--- config.mk ---
export PLATFORM = sky130hd
export DESIGN_NAME = dda_line_pixel_generator_unit
export DESIGN_NICKNAME = d
export VERILOG_FILES = /design/src/hdl/dlpg_pkg.sv /design/src/hdl/dlpg_regs.sv /design/src/hdl/dlpg_walker.sv /design/src/hdl/dda_line_pixel_generator_unit.sv
export SDC_FILE = /design/constraint.sdc
export NUM_CORES = 2
export LEC_CHECK = 0
export BUFFER_PORTS_ARGS = -buffer_cell sky130_fd_sc_hd__buf_2
export CELL_PAD_IN_SITES_DETAIL_PLACEMENT = 0
export CELL_PAD_IN_SITES_GLOBAL_PLACEMENT = 2
export CORE_ASPECT_RATIO = 0.9
export CORE_MARGIN = 5
export CORE_UTILIZATION = 40
export CTS_CLUSTER_SIZE = 10
export DETAILED_ROUTE_END_ITERATION = 10
export GPL_TIMING_DRIVEN = 0
export PLACE_DENSITY_LB_ADDON = 0.1
export SKIP_LAST_GASP = 1
export SLEW_MARGIN = 5
export SYNTH_ARGS = -nofsm -noshare
export SYNTH_HDL_FRONTEND = slang
export SYNTH_HIERARCHICAL = 1
export SYNTH_SLANG_ARGS = --single-unit
--- constraint.sdc ---
create_clock -name clk -period 8.03 [get_ports clk]
set_input_delay 1.2045 -clock clk [delete_from_list [all_inputs] [get_ports clk]]
set_output_delay 1.2045 -clock clk [all_outputs]
set_load 0.01 [all_outputs]
--- src/hdl/dlpg_pkg.sv ---
package dlpg_pkg;

	// field widths
	localparam int CoordW = 16;
	localparam int AddrW  = 32;
	localparam int ColorW = 8;
	localparam int ErrW   = 18;
	localparam int DataW  = 32;
	localparam int PaddrW = 5;
	localparam int RegIdxW = 3;

	// input operation codes
	typedef enum logic {
		OP_LOAD = 1'b0,
		OP_STEP = 1'b1
	} op_t;

	// register index (byte address / 4)
	typedef enum logic [RegIdxW-1:0] {
		REG_WIDTH  = 3'd0,
		REG_HEIGHT = 3'd1,
		REG_STRIDE = 3'd2,
		REG_RED    = 3'd3,
		REG_GREEN  = 3'd4,
		REG_BLUE   = 3'd5
	} reg_idx_t;

	// register reset values
	localparam logic [CoordW-1:0] WidthRst  = 16'd640;
	localparam logic [CoordW-1:0] HeightRst = 16'd480;
	localparam logic [CoordW-1:0] StrideRst = 16'd640;
	localparam logic [ColorW-1:0] ColorRst  = 8'd0;

	// configuration seen by the datapath
	typedef struct packed {
		logic [CoordW-1:0] width;
		logic [CoordW-1:0] height;
		logic [CoordW-1:0] stride;
		logic [ColorW-1:0] red;
		logic [ColorW-1:0] green;
		logic [ColorW-1:0] blue;
	} cfg_t;

	// one pixel leaving the line walker
	typedef struct packed {
		logic [CoordW-1:0] x;
		logic [CoordW-1:0] y;
		logic              last;
	} pix_t;

endpackage

--- src/hdl/dlpg_regs.sv ---
module dlpg_regs (
	input  logic                          clk,
	input  logic                          arst_n,
	input  logic                          psel,
	input  logic                          penable,
	input  logic                          pwrite,
	input  logic [dlpg_pkg::PaddrW-1:0]   paddr,
	input  logic [dlpg_pkg::DataW-1:0]    pwdata,
	output logic [dlpg_pkg::DataW-1:0]    prdata,
	output logic                          pready,
	output dlpg_pkg::cfg_t                cfg
);

	dlpg_pkg::cfg_t cfg_q;
	logic [dlpg_pkg::RegIdxW-1:0] idx;
	logic wr_en;

	assign idx   = paddr[dlpg_pkg::PaddrW-1:2];
	assign wr_en = psel && penable && pwrite;
	assign pready = 1'b1;
	assign cfg   = cfg_q;

	// register writes on the access phase; unknown indexes are dropped
	always_ff @(posedge clk or negedge arst_n) begin
		if (!arst_n) begin
			cfg_q.width  <= dlpg_pkg::WidthRst;
			cfg_q.height <= dlpg_pkg::HeightRst;
			cfg_q.stride <= dlpg_pkg::StrideRst;
			cfg_q.red    <= dlpg_pkg::ColorRst;
			cfg_q.green  <= dlpg_pkg::ColorRst;
			cfg_q.blue   <= dlpg_pkg::ColorRst;
		end else if (wr_en) begin
			case (idx)
				dlpg_pkg::REG_WIDTH:  cfg_q.width  <= pwdata[dlpg_pkg::CoordW-1:0];
				dlpg_pkg::REG_HEIGHT: cfg_q.height <= pwdata[dlpg_pkg::CoordW-1:0];
				dlpg_pkg::REG_STRIDE: cfg_q.stride <= pwdata[dlpg_pkg::CoordW-1:0];
				dlpg_pkg::REG_RED:    cfg_q.red    <= pwdata[dlpg_pkg::ColorW-1:0];
				dlpg_pkg::REG_GREEN:  cfg_q.green  <= pwdata[dlpg_pkg::ColorW-1:0];
				dlpg_pkg::REG_BLUE:   cfg_q.blue   <= pwdata[dlpg_pkg::ColorW-1:0];
				default: ;
			endcase
		end
	end

	// read mux
	always_comb begin
		case (idx)
			dlpg_pkg::REG_WIDTH:  prdata = 32'(cfg_q.width);
			dlpg_pkg::REG_HEIGHT: prdata = 32'(cfg_q.height);
			dlpg_pkg::REG_STRIDE: prdata = 32'(cfg_q.stride);
			dlpg_pkg::REG_RED:    prdata = 32'(cfg_q.red);
			dlpg_pkg::REG_GREEN:  prdata = 32'(cfg_q.green);
			dlpg_pkg::REG_BLUE:   prdata = 32'(cfg_q.blue);
			default:              prdata = '0;
		endcase
	end

endmodule

--- src/hdl/dlpg_walker.sv ---
module dlpg_walker (
	input  logic                         clk,
	input  logic                         arst_n,
	input  logic                         in_valid,
	output logic                         in_ready,
	input  logic                         op,
	input  logic [dlpg_pkg::CoordW-1:0]  start_x,
	input  logic [dlpg_pkg::CoordW-1:0]  start_y,
	input  logic [dlpg_pkg::CoordW-1:0]  end_x,
	input  logic [dlpg_pkg::CoordW-1:0]  end_y,
	input  logic                         s2_free,
	output logic                         pix_valid_s1,
	output dlpg_pkg::pix_t               pix_s1
);

	localparam int W = dlpg_pkg::CoordW;
	localparam int E = dlpg_pkg::ErrW;

	// line state
	logic                line_active_q;
	logic                y_major_q;
	logic                minor_down_q;
	logic [W-1:0]        major_pos_q;
	logic [W-1:0]        minor_pos_q;
	logic [W-1:0]        steps_left_q;
	logic [W-1:0]        major_span_q;
	logic [W-1:0]        minor_span_q;
	logic signed [E-1:0] err_q;

	logic acc, acc_load, acc_step;

	// load decode
	logic [W-1:0] adx, ady;
	logic         ld_ymaj, ld_swap, ld_down;
	logic [W-1:0] sm_raw, em_raw, sn_raw, en_raw;
	logic [W-1:0] sm, em, sn, en;
	logic [W-1:0] ld_major_span, ld_minor_span;

	// step arithmetic
	logic signed [E-1:0] ms_e, mj_e;
	logic signed [E-1:0] err_dn, err_dn_wrap, err_up, err_up_wrap;
	logic                last;

	assign in_ready = !pix_valid_s1 || s2_free;
	assign acc      = in_valid && in_ready;
	assign acc_load = acc && (op == dlpg_pkg::OP_LOAD);
	assign acc_step = acc && (op == dlpg_pkg::OP_STEP) && line_active_q;

	// endpoints: pick the major axis, then order so the major coordinate rises
	assign adx     = (start_x > end_x) ? start_x - end_x : end_x - start_x;
	assign ady     = (start_y > end_y) ? start_y - end_y : end_y - start_y;
	assign ld_ymaj = ady > adx;
	assign sm_raw  = ld_ymaj ? start_y : start_x;
	assign em_raw  = ld_ymaj ? end_y   : end_x;
	assign sn_raw  = ld_ymaj ? start_x : start_y;
	assign en_raw  = ld_ymaj ? end_x   : end_y;
	assign ld_swap = em_raw < sm_raw;
	assign sm      = ld_swap ? em_raw : sm_raw;
	assign em      = ld_swap ? sm_raw : em_raw;
	assign sn      = ld_swap ? en_raw : sn_raw;
	assign en      = ld_swap ? sn_raw : en_raw;
	assign ld_major_span = em - sm;
	assign ld_down       = en < sn;
	assign ld_minor_span = ld_down ? sn - en : en - sn;

	// error term update, both directions
	assign ms_e        = E'(signed'({2'b00, minor_span_q}));
	assign mj_e        = E'(signed'({2'b00, major_span_q}));
	assign err_dn      = err_q - ms_e;
	assign err_dn_wrap = err_dn + mj_e;
	assign err_up      = err_q + ms_e;
	assign err_up_wrap = err_up - mj_e;
	assign last        = (steps_left_q == '0);

	always_ff @(posedge clk or negedge arst_n) begin
		if (!arst_n) begin
			line_active_q <= 1'b0;
			y_major_q     <= 1'b0;
			minor_down_q  <= 1'b0;
			major_pos_q   <= '0;
			minor_pos_q   <= '0;
			steps_left_q  <= '0;
			major_span_q  <= '0;
			minor_span_q  <= '0;
			err_q         <= '0;
		end else if (acc_load) begin
			line_active_q <= 1'b1;
			y_major_q     <= ld_ymaj;
			minor_down_q  <= ld_down;
			major_pos_q   <= sm;
			minor_pos_q   <= sn;
			steps_left_q  <= ld_major_span;
			major_span_q  <= ld_major_span;
			minor_span_q  <= ld_minor_span;
			err_q         <= '0;
		end else if (acc_step) begin
			if (last) begin
				line_active_q <= 1'b0;
			end else begin
				steps_left_q <= steps_left_q - 1'b1;
				major_pos_q  <= major_pos_q + 1'b1;
				if (minor_down_q) begin
					if (err_dn < 0) begin
						err_q       <= err_dn_wrap;
						minor_pos_q <= minor_pos_q - 1'b1;
					end else begin
						err_q <= err_dn;
					end
				end else begin
					if (err_up >= mj_e) begin
						err_q       <= err_up_wrap;
						minor_pos_q <= minor_pos_q + 1'b1;
					end else begin
						err_q <= err_up;
					end
				end
			end
		end
	end

	// pixel stage
	always_ff @(posedge clk or negedge arst_n) begin
		if (!arst_n) begin
			pix_valid_s1 <= 1'b0;
		end else if (acc_step) begin
			pix_valid_s1 <= 1'b1;
		end else if (s2_free) begin
			pix_valid_s1 <= 1'b0;
		end
	end

	always_ff @(posedge clk) begin
		if (acc_step) begin
			pix_s1.x    <= y_major_q ? minor_pos_q : major_pos_q;
			pix_s1.y    <= y_major_q ? major_pos_q : minor_pos_q;
			pix_s1.last <= last;
		end
	end

	// error term stays in [0, major_span) or is zero
	a_err_range: assert property (@(posedge clk) disable iff (!arst_n)
		line_active_q |-> (err_q == '0) || (err_q >= 0 && err_q < mj_e))
		else $error("error term out of range");

	// minor span never exceeds the major span
	a_span_order: assert property (@(posedge clk) disable iff (!arst_n)
		line_active_q |-> minor_span_q <= major_span_q)
		else $error("minor span larger than major span");

	// a waiting pixel is not dropped while the output register is full
	a_s1_hold: assert property (@(posedge clk) disable iff (!arst_n)
		pix_valid_s1 && !s2_free |=> pix_valid_s1)
		else $error("pixel stage lost an item");

	// the last pixel ends the line
	a_last_ends: assert property (@(posedge clk) disable iff (!arst_n)
		acc_step && last |=> !line_active_q)
		else $error("line still active after last pixel");

endmodule

--- src/hdl/dda_line_pixel_generator_unit.sv ---
// Line pixel generator.
// Input channel (in_valid/in_ready): op 0 loads a line from start_x/y and
// end_x/y and returns nothing; op 1 steps the line and returns one pixel,
// or nothing when no line is loaded. A load replaces any line in progress.
// Output channel (out_valid/out_ready): pixel_x, pixel_y, pixel_address
// (x + row_stride * y), visible (inside screen_width/screen_height), the
// color registers and last_pixel on the final pixel of the line.
// Throughput: one item per clock while in_ready is high. Each step is one
// add and compare on the error term, done at the transfer of the item.
// Pipeline: the first stage forms the coordinates of a stepped pixel, the
// second does the row multiply and drives the output.
// When out_ready is low the output holds and one more pixel is buffered in
// the first stage; in_ready drops only when both stages are full.
// Registers sit on an APB-style port at byte address 4*index, pready is
// always high. Reset clears the line (no line loaded), empties both stages
// and returns the registers to 640, 480, 640 and black.
module dda_line_pixel_generator_unit (
	input  logic                          clk,
	input  logic                          arst_n,
	input  logic                          psel,
	input  logic                          penable,
	input  logic                          pwrite,
	input  logic [dlpg_pkg::PaddrW-1:0]   paddr,
	input  logic [dlpg_pkg::DataW-1:0]    pwdata,
	output logic [dlpg_pkg::DataW-1:0]    prdata,
	output logic                          pready,
	input  logic                          in_valid,
	output logic                          in_ready,
	input  logic                          op,
	input  logic [dlpg_pkg::CoordW-1:0]   start_x,
	input  logic [dlpg_pkg::CoordW-1:0]   start_y,
	input  logic [dlpg_pkg::CoordW-1:0]   end_x,
	input  logic [dlpg_pkg::CoordW-1:0]   end_y,
	output logic                          out_valid,
	input  logic                          out_ready,
	output logic [dlpg_pkg::CoordW-1:0]   pixel_x,
	output logic [dlpg_pkg::CoordW-1:0]   pixel_y,
	output logic [dlpg_pkg::AddrW-1:0]    pixel_address,
	output logic                          visible,
	output logic [dlpg_pkg::ColorW-1:0]   red_out,
	output logic [dlpg_pkg::ColorW-1:0]   green_out,
	output logic [dlpg_pkg::ColorW-1:0]   blue_out,
	output logic                          last_pixel
);

	dlpg_pkg::cfg_t cfg;
	dlpg_pkg::pix_t pix_s1;
	logic           pix_valid_s1;
	logic           s2_free;
	logic           valid_s2;
	logic [dlpg_pkg::AddrW-1:0] row_base;

	dlpg_regs u_regs (
		.clk     (clk),
		.arst_n  (arst_n),
		.psel    (psel),
		.penable (penable),
		.pwrite  (pwrite),
		.paddr   (paddr),
		.pwdata  (pwdata),
		.prdata  (prdata),
		.pready  (pready),
		.cfg     (cfg)
	);

	dlpg_walker u_walker (
		.clk          (clk),
		.arst_n       (arst_n),
		.in_valid     (in_valid),
		.in_ready     (in_ready),
		.op           (op),
		.start_x      (start_x),
		.start_y      (start_y),
		.end_x        (end_x),
		.end_y        (end_y),
		.s2_free      (s2_free),
		.pix_valid_s1 (pix_valid_s1),
		.pix_s1       (pix_s1)
	);

	assign s2_free  = !valid_s2 || out_ready;
	assign row_base = dlpg_pkg::AddrW'(cfg.stride) * dlpg_pkg::AddrW'(pix_s1.y);

	// output register
	always_ff @(posedge clk or negedge arst_n) begin
		if (!arst_n) begin
			valid_s2 <= 1'b0;
		end else if (s2_free) begin
			valid_s2 <= pix_valid_s1;
		end
	end

	always_ff @(posedge clk) begin
		if (s2_free && pix_valid_s1) begin
			pixel_x       <= pix_s1.x;
			pixel_y       <= pix_s1.y;
			pixel_address <= row_base + dlpg_pkg::AddrW'(pix_s1.x);
			visible       <= (pix_s1.x < cfg.width) && (pix_s1.y < cfg.height);
			red_out       <= cfg.red;
			green_out     <= cfg.green;
			blue_out      <= cfg.blue;
			last_pixel    <= pix_s1.last;
		end
	end

	assign out_valid = valid_s2;

	// a stalled output must not be overwritten by the pixel stage
	a_no_overrun: assert property (@(posedge clk) disable iff (!arst_n)
		valid_s2 && !out_ready |=> valid_s2)
		else $error("output register dropped a pixel");

	// a buffered pixel moves to the output once it frees up
	a_advance: assert property (@(posedge clk) disable iff (!arst_n)
		pix_valid_s1 && s2_free |=> valid_s2)
		else $error("pixel did not advance to the output");

	// input is held off only when both stages are occupied
	a_ready: assert property (@(posedge clk) disable iff (!arst_n)
		!in_ready |-> pix_valid_s1 && valid_s2 && !out_ready)
		else $error("input stalled with room available");

endmodule

==> run_results.csv <==
group,metric,value,unit
run_status,outcome,"complete, but fails checks",
run_status,violations,"negative setup slack",
die,die_x,315.5,µm
clocking,root_buffer,"clkbuf_16",
finish,fin_util,49.58,%
synth,synth_async_sr_flop_share,58.72,%
clocking,clk_path_buf_depth,3,
synth,synth-seq-area-share,24.05,%
placed_design,gp_congestion,0.9204,
synth,yosys-top-cells-area,"fa_1, ha_1, dfrtp_1",
drt,vias_per_cell,5.432,
placed_design,dpl.cell_count,5062,
global_route,grt-ovfl-total,0,
synth,synth_top_area_share,13.17,%
die,fp.dieH,285.0,µm
drt,wire_per_inst,22.66,µm
clocking,cts_tree,"yes",
timing,fmax,93.50,MHz
die,row_count,100,
timing,fin_hold_ws,468.7,ps
synth,synth_cell_type_count,116,
die,die-area,0.08992,mm²
synth,synth_ff_type,"dfrtp_1",
finish,layout-drive-gt1-share,23.12,%
clocking,cts.clk_slew.worst_paths,60,ps
synth,syn_inst,3727,
synth,syn_area_per_cell,9.017,µm²
drt,drt_iter0_markers,2206,
drt,antenna_left,0,
synth,yosysWarnings,6,
worst_setup_path,max_stage_delay,560,ps
clocking,ctsHoldBuffers,0,
timing,worst_slew_pin_slew,1058,ps
timing,setup_slack,-2665,ps
timing,hold_viol_final,0,
clocking,cts_sinks,298,
timing,slew_headroom,27.67,%
synth,synth_edf_count,123,
global_route,grt_pass1_vias,28923,
die,start_util,40.45,%
placed_design,place_hpwl,94030,µm
synth,syn-cell-area,0.03360,mm²
worst_setup_path,critPathRequiredTime,8470,ps
worst_setup_path,cp-start-kind,"input pin",
global_route,grt_pass1_wl,179800,µm
timing,slew_viol_final,0,
global_route,grt_max_degree,102,
min_path,holdCritPathClass,"flip-flop to flip-flop",
placed_design,preCtsSetupSlack,-5429,ps
placed_design,io_buffers,196,
drt,vias,28727,
timing,rsz0062_at_grt,"true",
finish,multi_input_area,0.02485,mm²
timing,finalCritPeriodShare,133.2,%
run,drv_cap,0,
finish,nNetsFinal,4806,
timing,period_minus_slack,10690,ps
finish,seq_area,0.008083,mm²
drt,drc,0,
clocking,cts_made_buffers,39,
synth,yosysMostFrequentCell,"inv_1",
die,io_pins,234,
worst_setup_path,cp_data_arrival_time,11130,ps
timing,skew,37.97,ps
clocking,htreeDepth,2,
clocking,insertion_delay,590,ps
die,design.core.area,0.08308,mm²
finish,area_growth,22.58,%
timing,finalSetupViolations,53,
synth,ys_seq_elements,298,
global_route,gr-usage-all-layers,25.92,%
drt,first_pass_iters,5,
worst_setup_path,critPathSlowestCell,"or4_4",
finish,fill_cells,8066,
worst_setup_path,path_class,"input pin to flip-flop",
worst_setup_path,crit_fanout,7,
worst_setup_path,endpoint_kind,"flip-flop",
synth,synthTopCellsByCount,"inv_1, nand2_1, ha_1, a21oi_1, fa_1",
finish,stdcell_count,5288,
global_route,grt_antenna_before_repair,1,
drt,routed_wl,119800,µm
synth,synth_top_cell_by_area,"fa_1",
-- logic make-up after synthesis --
logic type | count (synthesis) | share of synthesized area, %
xor+xnor | 166 | 4.349
mux | 213 | 7.063
compound gates | 816 | 16.19
flops | 298 | 24.05
other cells | 2 | 0.02235
fa+ha+maj | 561 | 25.82
buf+inv | 669 | 8.050
simple gates | 1002 | 14.45
-- layout by cell type (no fill, tap or decap), types with 16 or more instances in the layout --
cell	synthesis	final
a21oi_2	5	32
nand2b_1	18	17
o21a_1	19	18
conb_1	2	17
mux2i_1	80	52
buf_6	11	41
o21ai_1	21	35
mux2_2	118	114
o21ai_2	7	28
nor3_1	42	39
nor2_1	208	199
xnor2_1	110	99
nor2b_1	29	24
nand3_1	53	45
a21o_1	88	88
and2_1	124	123
mux2i_4	0	22
inv_1	492	482
buf_4	20	150
nand2_2	0	16
ha_1	340	314
o211ai_1	26	26
clkbuf_1	113	100
a21oi_1	271	233
mux2_4	11	16
fa_1	221	217
nand4_1	43	43
a31oi_1	32	29
buf_2	20	205
dfrtp_1	167	167
a221oi_1	21	18
clkbuf_16	0	47
nand2_1	371	350
xor2_1	55	52
edfxtp_1	123	123
and3_1	30	26
ha_4	0	20
o21ai_0	139	90
o21bai_1	27	27
-- worst paths after layout --
path | slack, ps | endpoint | cells past startpoint | start
setup / recovery | -2660 | u_walker/minor_span_q[14] | 52 | start_x[0]
setup reg to reg | 1040 | pixel_address[28] | 21 | u_walker/pix_s1[10]
hold reg to reg | 470 | green_out[1] | 0 | u_regs/cfg[9]
max in group asynchronous | 6360 | u_walker/minor_span_q[12] | 2 | arst_n
min in group asynchronous | 640 | u_walker/minor_span_q[15] | 1 | arst_n
hold / removal | 470 | green_out[1] | 0 | u_regs/cfg[9]
-- flip-flops by register name, indices dropped and copies added, names as in the netlist --
name                    count
u_walker/line_active_q      1
blue_out                    8
u_walker/minor_span_q      16
last_pixel                  1
pixel_x                    16
pixel_address              32
u_walker/pix_s1            33
u_walker/err_q             18
u_walker/y_major_q          1
out_valid                   1
u_walker/major_pos_q       16
visible                     1
pixel_y                    16
u_walker/steps_left_q      16
u_walker/minor_pos_q       16
u_walker/pix_valid_s1       1
green_out                   8
u_regs/cfg                 72
red_out                     8
u_walker/major_span_q      16
u_walker/minor_down_q       1
-- final cells by class --
| cell class | instances | share of cell area, % |
|---|---|---|
| inverters | 495 | 4.562 |
| clock buffers | 59 | 2.649 |
| well taps | 1122 | 3.408 |
| plain buffers | 159 | 2.788 |
| clock inverters | 11 | 0.3341 |
| flip-flops and latches | 298 | 19.62 |
| repair buffers | 368 | 6.312 |
| multi-input cells | 2775 | 60.32 |
| diodes | 1 | 0.006075 |
-- worst max-delay path, delay by kind of cell --
family / cells / cell delay, ps
AOI/OAI and AO/OA: 20 / 4580
buffers and inverters: 14 / 1720
and+or+nand+nor: 10 / 1510
adders and majority gates: 5 / 1450
muxes: 1 / 210
xor gates and xnor gates: 2 / 410
-- repair_timing --
| action | in CTS | in global routing |
|---|---|---|
| setup buffers | 122 | 61 |
| pin swaps | 95 | 100 |
| gates resized for setup | 261 | 239 |
| gates cloned | 5 | 1 |
| setup endpoints to repair | 79 | 79 |
-- routing by layer --
metal | wire length [µm] | up-vias | GRT usage [%]
li1 | - | 13566 | -
met1 | 53920 | 14200 | 35.97
met2 | 57320 | 798 | 44.03
met3 | 5610 | 163 | 2.505
met4 | 2971 | 0 | 5.854
met5 | 0 | - | 0
-- per-stage QoR --
stage	instance area, µm²	setup TNS, ps
final	41190	-71810
after global routing	41190	-91350
after CTS	39790	-61820
after detailed placement	36410	-243380
after global placement	36340	-241000
after floorplan	33960	-45720
Power is left out: the tool's default activity adds up to more than one toggle a clock period on the data nets, which glitch-free logic cannot reach.
